<file path="config.mk">
export PLATFORM = sky130hd
export DESIGN_NAME = levenshtein_distance_engine
export DESIGN_NICKNAME = d
export VERILOG_FILES = /design/src/rtl/led_pkg.sv /design/src/rtl/levenshtein_distance_engine.sv /design/src/rtl/led_ram.sv /design/src/rtl/led_cell.sv
export SDC_FILE = /design/constraint.sdc
export NUM_CORES = 2
export LEC_CHECK = 0
export BUFFER_PORTS_ARGS = -buffer_cell sky130_fd_sc_hd__buf_2
export CORE_AREA = 3 3 416 418
export DETAILED_ROUTE_END_ITERATION = 6
export DIE_AREA = 0 0 419 421
export PLACE_DENSITY_LB_ADDON = 0.08
export SLEW_MARGIN = 20
export SYNTH_ARGS = -nofsm -noshare
export SYNTH_HDL_FRONTEND = slang
export SYNTH_SLANG_ARGS = --single-unit
</file>
<file path="constraint.sdc">
create_clock -name clk -period 9.63 [get_ports clk]
set_clock_uncertainty 0.15 [all_clocks]
set_input_delay 1.4445 -clock clk [delete_from_list [all_inputs] [get_ports clk]]
set_output_delay 1.4445 -clock clk [all_outputs]
set_load 0.01 [all_outputs]
</file>
<file path="src/rtl/led_pkg.sv">
// ----------------------------------------------------------------------------
// led_pkg
// Shared types, sizes and helpers of the edit distance engine.
// ----------------------------------------------------------------------------
package led_pkg;

  localparam int MAX_LEN = 64;
  localparam int IDX_W   = $clog2(MAX_LEN);
  localparam int LEN_W   = $clog2(MAX_LEN + 1);
  localparam int CHAR_W  = 16;
  localparam int CMD_W   = 2;
  localparam int DIST_W  = 7;

  localparam logic [DIST_W-1:0] DIST_MAX = {DIST_W{1'b1}};

  typedef logic [LEN_W-1:0] cost_t;
  typedef logic [CHAR_W-1:0] char_t;

  typedef enum logic [CMD_W-1:0] {
    CMD_FIRST   = 2'd0,
    CMD_SECOND  = 2'd1,
    CMD_COMPUTE = 2'd2,
    CMD_NONE    = 2'd3
  } cmd_t;

  typedef enum logic [1:0] {
    ST_IDLE,
    ST_ROW,
    ST_CELL,
    ST_DONE
  } state_t;

  function automatic logic [DIST_W-1:0] sat_dist(input cost_t v);
    if (32'(v) > 32'(DIST_MAX)) begin
      return DIST_MAX;
    end
    return DIST_W'(v);
  endfunction

endpackage

</file>
<file path="src/rtl/levenshtein_distance_engine.sv">
// ----------------------------------------------------------------------------
// levenshtein_distance_engine
// Edit distance between two strings of 16-bit symbols, one cell per cycle within a row.
// ----------------------------------------------------------------------------
// Append words (command 0 or 1) add one symbol each; a symbol past 64 in a
// string is dropped and flags overflow on the next result. A compute word
// (command 2) walks the table row by row with one shared cell unit fed from
// a cost-row RAM. in_tready is low while a distance is being computed. One
// result word follows each compute word, and both strings and the overflow
// flag are cleared once it is accepted for work. Appends are taken while a
// finished result still waits on out_tready.
module levenshtein_distance_engine (
  input  logic        clk,
  input  logic        rst_n,
  input  logic        in_tvalid,
  output logic        in_tready,
  input  logic [15:0] in_tdata,   // [15:0] symbol
  input  logic [1:0]  in_tuser,   // [1:0] command
  output logic        out_tvalid,
  input  logic        out_tready,
  output logic [7:0]  out_tdata   // [6:0] distance, [7] overflow
);
  import led_pkg::*;

  state_t            state_r, state_nxt;
  logic [LEN_W-1:0]  first_len_r, first_len_nxt;
  logic [LEN_W-1:0]  second_len_r, second_len_nxt;
  logic              drop_r, drop_nxt;
  logic [LEN_W-1:0]  n1_r, n1_nxt;
  logic [LEN_W-1:0]  n2_r, n2_nxt;
  logic              ovf_r, ovf_nxt;
  logic [LEN_W-1:0]  i_r, i_nxt;
  logic [LEN_W-1:0]  j_r, j_nxt;
  cost_t             left_r, left_nxt;
  cost_t             diag_r, diag_nxt;
  cost_t             res_r, res_nxt;
  logic              out_valid_r, out_valid_nxt;
  logic [7:0]        out_data_r, out_data_nxt;

  logic              in_acc;
  cmd_t              cmd;
  logic              fc_we, sc_we, cr_we;
  logic [IDX_W-1:0]  fc_rd_addr, sc_rd_addr;
  char_t             fc_q, sc_q;
  cost_t             cr_q;
  cost_t             above;
  cost_t             best;
  logic              out_free;

  assign in_tready  = (state_r == ST_IDLE);
  assign in_acc     = in_tvalid && in_tready;
  assign cmd        = cmd_t'(in_tuser);
  assign out_tvalid = out_valid_r;
  assign out_tdata  = out_data_r;
  assign out_free   = !out_valid_r || out_tready;

  assign fc_we = in_acc && (cmd == CMD_FIRST) && (32'(first_len_r) < MAX_LEN);
  assign sc_we = in_acc && (cmd == CMD_SECOND) && (32'(second_len_r) < MAX_LEN);
  assign cr_we = (state_r == ST_CELL);

  // row symbol stays put for the whole row; column read runs one ahead
  assign fc_rd_addr = IDX_W'(i_r - 1'b1);
  assign sc_rd_addr = (state_r == ST_ROW) ? '0 : j_r[IDX_W-1:0];

  // first row reads the initial row j instead of the RAM
  assign above = (i_r == LEN_W'(1)) ? j_r : cr_q;

  led_ram #(.DEPTH(MAX_LEN), .WIDTH(CHAR_W)) u_first_ram (
    .clk     (clk),
    .wr_en   (fc_we),
    .wr_addr (first_len_r[IDX_W-1:0]),
    .wr_data (in_tdata),
    .rd_addr (fc_rd_addr),
    .rd_data (fc_q)
  );

  led_ram #(.DEPTH(MAX_LEN), .WIDTH(CHAR_W)) u_second_ram (
    .clk     (clk),
    .wr_en   (sc_we),
    .wr_addr (second_len_r[IDX_W-1:0]),
    .wr_data (in_tdata),
    .rd_addr (sc_rd_addr),
    .rd_data (sc_q)
  );

  led_ram #(.DEPTH(MAX_LEN), .WIDTH(LEN_W)) u_cost_ram (
    .clk     (clk),
    .wr_en   (cr_we),
    .wr_addr (IDX_W'(j_r - 1'b1)),
    .wr_data (best),
    .rd_addr (sc_rd_addr),
    .rd_data (cr_q)
  );

  led_cell u_cell (
    .above  (above),
    .left   (left_r),
    .diag   (diag_r),
    .char_a (fc_q),
    .char_b (sc_q),
    .best   (best)
  );

  always_ff @(posedge clk) begin
    if (!rst_n) begin
      state_r      <= ST_IDLE;
      first_len_r  <= '0;
      second_len_r <= '0;
      drop_r       <= 1'b0;
      out_valid_r  <= 1'b0;
    end else begin
      state_r      <= state_nxt;
      first_len_r  <= first_len_nxt;
      second_len_r <= second_len_nxt;
      drop_r       <= drop_nxt;
      out_valid_r  <= out_valid_nxt;
    end
  end

  always_ff @(posedge clk) begin
    n1_r       <= n1_nxt;
    n2_r       <= n2_nxt;
    ovf_r      <= ovf_nxt;
    i_r        <= i_nxt;
    j_r        <= j_nxt;
    left_r     <= left_nxt;
    diag_r     <= diag_nxt;
    res_r      <= res_nxt;
    out_data_r <= out_data_nxt;
  end

  always_comb begin
    state_nxt      = state_r;
    first_len_nxt  = first_len_r;
    second_len_nxt = second_len_r;
    drop_nxt       = drop_r;
    n1_nxt         = n1_r;
    n2_nxt         = n2_r;
    ovf_nxt        = ovf_r;
    i_nxt          = i_r;
    j_nxt          = j_r;
    left_nxt       = left_r;
    diag_nxt       = diag_r;
    res_nxt        = res_r;
    out_valid_nxt  = out_valid_r && !out_tready;
    out_data_nxt   = out_data_r;

    unique case (state_r)
      ST_IDLE: begin
        if (in_acc) begin
          case (cmd)
            CMD_FIRST: begin
              if (fc_we) begin
                first_len_nxt = first_len_r + 1'b1;
              end else begin
                drop_nxt = 1'b1;
              end
            end
            CMD_SECOND: begin
              if (sc_we) begin
                second_len_nxt = second_len_r + 1'b1;
              end else begin
                drop_nxt = 1'b1;
              end
            end
            CMD_COMPUTE: begin
              // latch lengths and flag, then empty both strings
              n1_nxt         = first_len_r;
              n2_nxt         = second_len_r;
              ovf_nxt        = drop_r;
              first_len_nxt  = '0;
              second_len_nxt = '0;
              drop_nxt       = 1'b0;
              i_nxt          = LEN_W'(1);
              left_nxt       = LEN_W'(1);
              diag_nxt       = '0;
              if (first_len_r == '0 || second_len_r == '0) begin
                res_nxt   = first_len_r | second_len_r;
                state_nxt = ST_DONE;
              end else begin
                state_nxt = ST_ROW;
              end
            end
            default: begin
            end
          endcase
        end
      end
      ST_ROW: begin
        j_nxt     = LEN_W'(1);
        state_nxt = ST_CELL;
      end
      ST_CELL: begin
        left_nxt = best;
        diag_nxt = above;
        j_nxt    = j_r + 1'b1;
        if (j_r == n2_r) begin
          if (i_r == n1_r) begin
            res_nxt   = best;
            state_nxt = ST_DONE;
          end else begin
            // next row: diag is old row index, left is new row index
            i_nxt     = i_r + 1'b1;
            diag_nxt  = i_r;
            left_nxt  = i_r + 1'b1;
            state_nxt = ST_ROW;
          end
        end
      end
      ST_DONE: begin
        if (out_free) begin
          out_valid_nxt = 1'b1;
          out_data_nxt  = {ovf_r, sat_dist(res_r)};
          state_nxt     = ST_IDLE;
        end
      end
      default: begin
        state_nxt = ST_IDLE;
      end
    endcase
  end

endmodule

</file>
<file path="src/rtl/led_ram.sv">
// ----------------------------------------------------------------------------
// led_ram
// Simple dual-port RAM: one write port, one read port with registered data.
// ----------------------------------------------------------------------------
module led_ram #(
  parameter int DEPTH = 64,
  parameter int WIDTH = 16
) (
  input  logic                     clk,
  input  logic                     wr_en,
  input  logic [$clog2(DEPTH)-1:0] wr_addr,
  input  logic [WIDTH-1:0]         wr_data,
  input  logic [$clog2(DEPTH)-1:0] rd_addr,
  output logic [WIDTH-1:0]         rd_data
);

  logic [WIDTH-1:0] mem [DEPTH];

  always_ff @(posedge clk) begin
    if (wr_en) begin
      mem[wr_addr] <= wr_data;
    end
  end

  always_ff @(posedge clk) begin
    rd_data <= mem[rd_addr];
  end

endmodule

</file>
<file path="src/rtl/led_cell.sv">
// ----------------------------------------------------------------------------
// led_cell
// One table cell: minimum of delete, insert and substitute cost.
// ----------------------------------------------------------------------------
module led_cell (
  input  led_pkg::cost_t above,
  input  led_pkg::cost_t left,
  input  led_pkg::cost_t diag,
  input  led_pkg::char_t char_a,
  input  led_pkg::char_t char_b,
  output led_pkg::cost_t best
);
  import led_pkg::*;

  logic [LEN_W:0] del_c;
  logic [LEN_W:0] ins_c;
  logic [LEN_W:0] sub_c;
  logic [LEN_W:0] min_c;

  always_comb begin
    del_c = {1'b0, above} + 1'b1;
    ins_c = {1'b0, left} + 1'b1;
    sub_c = {1'b0, diag} + {{LEN_W{1'b0}}, (char_a != char_b)};
    min_c = (del_c < ins_c) ? del_c : ins_c;
    if (sub_c < min_c) begin
      min_c = sub_c;
    end
    // a cell never exceeds MAX_LEN, so the top bit is always clear
    best = min_c[LEN_W-1:0];
  end

endmodule

</file>
# After elaboration in Yosys (flattened, before gate mapping)
# Memory sizes are Yosys's and may differ from the RTL's. A register that Yosys moved wholly into a read port is not among the register bits.
# Cells that the tools add are included.
# W data, S select, Z words.
# totals
reg_bits,76
ramBits,2496
out_inout_bits,10
word_cells,125
n_memories,3
# classes
add_sub_neg,9
n_lt_le_gt_ge,4
eq_ne,20
n_mux,46
bitwise_logic,1
reduce_logical,28
# mem_list
name,depth,width,read_ports,rd_ports_with_merged_regs,wr,line_no,source
u_first_ram.mem,64,16,1,1,1,led_ram.sv:17,logic [WIDTH-1:0] mem [DEPTH];
u_second_ram.mem,64,16,1,1,1,led_ram.sv:17,
u_cost_ram.mem,64,7,1,1,1,led_ram.sv:17,
# op_table
op,count
$mux W7,19
$pmux W7 S2,7
$add A7 B1 Y7 const B,4
$add A7 B1 Y8 const B,2
$lt A8 B8 Y1,2
$ne A16 B16 Y1,1
$eq A7 B7 Y1,2
$logic_not A7 Y1,2
$lt A7 B7 Y1 const B,2
$mux W2,6
$ne A2 B2 Y1 const B,6
$reduce_and A4 Y1,3
$sub A6 B1 Y6 const B,2
$mux W1,10
$ne A2 B1 Y1 const B,5
$reduce_and A5 Y1,2
$add A7 B1 Y8,1
$mux W8,1
$pmux W2 S4,1
$reduce_bool A2 Y1,4
$eq A7 B1 Y1 const B,1
$or A7 B7 Y7,1
$eq A2 B2 Y1 const B,3
$logic_and A1 B1 Y1,6
10 further kinds,15

# Depth between registers and ports, before layout
# logic_depth
word_depth,10
mapped_depth,26
ltp_nobuf,24

# Cells and area by module
# From an unflattened synthesis, not the netlist that was laid out.
# unflattened
cells_unflattened,4970
area_unflattened_um2,102612.2
# by_module_without_submodules
module,n_inst,cells_per_inst,area_each_um2,seq_area_each_um2
led_ram at u_first_ram ...,2,1829,40042.2,31069.8
led_ram at u_cost_ram,1,827,17635.7,13593.0
levenshtein_distance_engine,1,348,3823.7,2102.0
led_cell,1,137,1068.5,0.0

# Worst setup path after synthesis
# Ideal clock, no wire load.
# synth_timing
path_type,reg2reg
start,register i_r[1]
end,"memory u_cost_ram.mem[0][3] (netlist name), data pin"
setup_time_ps,702
arrival_ps,6857
setup_slack_ps,1921
path_stages_with_launch,24
n_path_buf,2
period_less_slack_ps,7709
path_cell_list,edfxtp_1 -> inv_1 -> ha_1 -> nor3b_1 -> nand2_1 -> clkbuf_1 -> o21ai_0 -> ha_1 -> nand3_1 -> xnor2_1 -> o21ai_0 -> ha_1 -> nand4_1 -> a21oi_1 -> nor2_1 -> nand2_1 -> o21ai_1 -> ha_1 -> a21o_1 -> a21oi_1 -> o21ai_0 -> o32ai_2 -> buf_2 -> o21ai_0
# synth_via
elab_chain_cells,7
# synth_lines
element,line_no,source
"start, declared",levenshtein_distance_engine.sv:32,"logic [LEN_W-1:0] i_r, i_nxt;"
"start signal, assigned",levenshtein_distance_engine.sv:124,i_r <= i_nxt;
$eq A7 B1 Y1 (*),levenshtein_distance_engine.sv:66,assign above = (i_r == LEN_W'(1)) ? j_r : cr_q;
$mux W7 (*),levenshtein_distance_engine.sv:66,
$add A7 B1 Y8 (*),led_cell.sv:21,"del_c = {1'b0, above} + 1'b1;"
$lt A8 B8 Y1,led_cell.sv:24,min_c = (del_c < ins_c) ? del_c : ins_c;
$mux W8 (*),led_cell.sv:24,
$lt A8 B8 Y1,led_cell.sv:25,if (sub_c < min_c) begin
$mux W7 (*),led_cell.sv:25,
net best[3],levenshtein_distance_engine.sv:47,cost_t best;
"end, declared",led_ram.sv:17,
# Mark *: on every way through the listed nets, which the timed path passes. The rest lies on a longest branch.

# Worst setup path after layout
# layout_timing
start,register i_r[1]
end,"memory u_cost_ram.mem[53][6] (netlist name), data pin"
# The elaborated chain is that of the path after synthesis.

==> impl_metrics.yaml <==
global_route:
  grt_pass1_wl_mm: 361.8
  antenna_found_initial: 10
  grt_overflow_total: 0
  top_usage_layer: "met2"
  grt_max_degree: 124
  use_met2_pct: 45.03
  globalRouteMet3Util_pct: 4.796
  use_met1_pct: 41.26
  grt_pass1_vias: 50440
  track_usage_pct: 28.45
yosys:
  synth_ff_type: "edfxtp_1"
  ys_seq_area_share_pct: 76.70
  ys_seq_elements: 2611
  synthTopCellsByCount: "edfxtp_1, mux4_2, nand2_1"
  synth_edf_count: 2554
  synth_warnings: 0
  synth_cell_types: 68
  netlist_area_um2: 101500
  async_flop_share_pct: 0
  synthCells: 5090
  netlist.area_leader.share_pct: 75.58
  synth.area.top_cells: "edfxtp_1, mux4_2, o221ai_1"
  synth_top_area_cell: "edfxtp_1"
  yosysMostFrequentCell: "edfxtp_1"
  syn_avg_cell_area_um2: 19.94
  syn-num-nets: 5143
sta:
  setup_tns_ps: 0
  fin_crit_ps: 8422
  timing.final.crit_share_pct: 87.46
  slew_viol_final: 0
  timing.fmax_mhz: 118.7
  worst_pin_slew_ps: 1172
  setup_viol: 0
  slew_headroom_pct: 21.85
  rsz0062_at_grt: "no"
  hold_viol: 0
clock_network:
  clock_latency_ps: 910
  clkSinkCount: 2611
  ctsHtreeMaxLevel: 5
  ctsResizeCount: 0
  cts_tree: "yes"
  ctsHoldBuffers: 0
  cts_root_buffer: "clkbuf_16"
  post_cts_buffers: 0
  cts_inserted_buffers: 280
  clk_pin_slew_worst_paths_ps: 60
  clockBufferDepth: 4
final_layout:
  area_delta_synth_final_pct: 11.65
  final_core_util_pct: 66.85
  drive_above_1_share_pct: 21.61
  final_nets: 5341
floorplanning:
  ioPinCount: 32
  core_um2: 169500
  die_h_um: 421
  initial_core_util_pct: 59.88
  std_cell_rows: 151
  die_w_um: 419
  dieArea_um2: 176400
route:
  wl_per_cell_um: 32.14
  drc: 0
  viasPerCell: 6.637
  vias: 51100
  wl_mm: 247.4
  drt_iter0_drc: 6187
  ant_nets: 0
  firstDrtPassIters: 5
job:
  maxCapViolCount: 0
setup_path:
  reg2reg_depth: 22
  setup.worst_path.end_class: "flop"
  start_kind: "flop"
  r2r-end: "u_cost_ram.mem[53][6]"
  crit_end: "u_cost_ram.mem[53][6]"
  crit_start: "i_r[1]"
  cp_max_fo: 40
  ff2ff_setup_slack_ps: 1210
  worstPathArrival_ps: 8910
  crit_required_ps: 10120
  path_class: "flop to flop"
  rr_startpoint: "i_r[1]"
place:
  io_buffers: 31
  gp_congestion: 0.8599
  hpwlAfterDp_mm: 141.8
power_and_ir_drop:
  irDropWorstVdd_v: 0.0004465
  p_per_area_nw_per_um2: 315.3
  leakage_nw: 36.02
min_path:
  hold_class: "flop to flop"
status:
  status: "finished, final reports clean"
==> stage by stage <==
stage          worst slack (ps)  hold WS [ps]  power (mW)  instance area [um^2]  instances
6_report                   1208         272.0       35.72                113300       7699
5_1_grt                   584.5         297.5       37.10                113300       7698
4_1_cts                    1166         275.2       35.89                113300       7697
3_5_place_dp               1191         262.1       26.05                105000       7223
3_3_place_gp               1286         272.1       25.89                105000       7222
2_1_floorplan              1922         250.3       21.77                101500       5090
==> final cells by class <==
type / instances / area (um^2)
fill: 11000 / 56180
inverter: 38 / 145.1
tap: 2218 / 2775
timing repair buffer: 220 / 1745
clock buffer: 366 / 7530
sequential: 2611 / 77830
clock inverter: 108 / 745.7
antenna: 1 / 2.502
multi-input combinational: 2137 / 22520
==> logic make-up (layout without fill, tap and decap cells) <==
family	after synthesis	count (layout)	share of synthesized area (%)
compound gates	495	495	3.668
xor+xnor	69	69	0.6030
fa+ha+maj	31	31	0.3822
buf+inv	342	732	1.369
flops	2611	2611	76.70
mux	665	665	13.52
other cells	0	1	0
simple gates	877	877	3.755
==> state kept, by name, summed over array words and instances, names as in the netlist <==
signal	flops
n1_r	7
res_r	7
left_r	7
n2_r	7
j_r	7
ovf_r	1
second_len_r	7
u_first_ram.mem	1024
u_second_ram.rd_data	16
i_r	7
out_tdata	8
first_len_r	7
drop_r	1
u_second_ram.mem	1024
state_r	2
u_cost_ram.rd_data	7
out_tvalid	1
u_first_ram.rd_data	16
diag_r	7
u_cost_ram.mem	448
==> layer usage <==
metal  part of all wire (%)  routed length (um)
met5                  0.017                  42
met4                    3.3                8085
met3                    7.4               18190
met2                     49              121600
met1                     40               99460
==> where the power goes <==
part	switching [mW]	internal (mW)	total (mW)
Clock	4.15	5.74	9.89
Combinational	7.44	3.65	11.1
Sequential	0.181	14.6	14.7
==> critical path: stages, from the launching register on <==
cell       delay, ps
edfxtp_1         490
inv_1            170
ha_1             210
nor3b_1          250
nand2_1          290
o21ai_0          380
ha_1             350
nand3_1          130
xnor2_1          160
o21ai_0          320
ha_1             310
nand4_1          160
a21oi_1           70
nor2_1           450
nand2_1          220
o21ai_1          560
ha_1             350
a2111oi_0        610
o211ai_1         240
o32ai_4          860
a21oi_1          260
a21oi_4          620
buf_4            500
==> worst min-delay path by stage <==
| stage | startpoint | end | slack (ps) | cells past startpoint |
|---|---|---|---|---|
| global placement | res_r[3] | out_tdata[3] | 270 | 0 |
| floorplan | res_r[0] | out_tdata[0] | 250 | 0 |
| global route | res_r[2] | out_tdata[2] | 300 | 0 |
| finish | res_r[2] | out_tdata[2] | 270 | 0 |
| detailed placement | res_r[2] | out_tdata[2] | 260 | 0 |
| CTS | res_r[2] | out_tdata[2] | 280 | 0 |
==> placed cells by master, fill, tap and decap left out, types with 24 or more instances in the layout <==
cell type	Yosys	final
clkinv_2	0	28
o211ai_1	135	135
xnor2_1	26	24
edfxtp_1	2554	2554
nand2_1	332	332
ha_1	31	30
a21oi_1	73	71
mux2i_1	97	97
inv_1	34	33
mux4_2	564	564
nand3_1	124	124
nor2_1	277	268
clkinv_1	3	65
dfxtp_1	57	57
o221ai_1	179	179
buf_4	0	195
clkbuf_1	193	75
xor2_1	42	41
nand4_1	35	35
clkbuf_16	0	288
(Power assumes the default switching activity.)
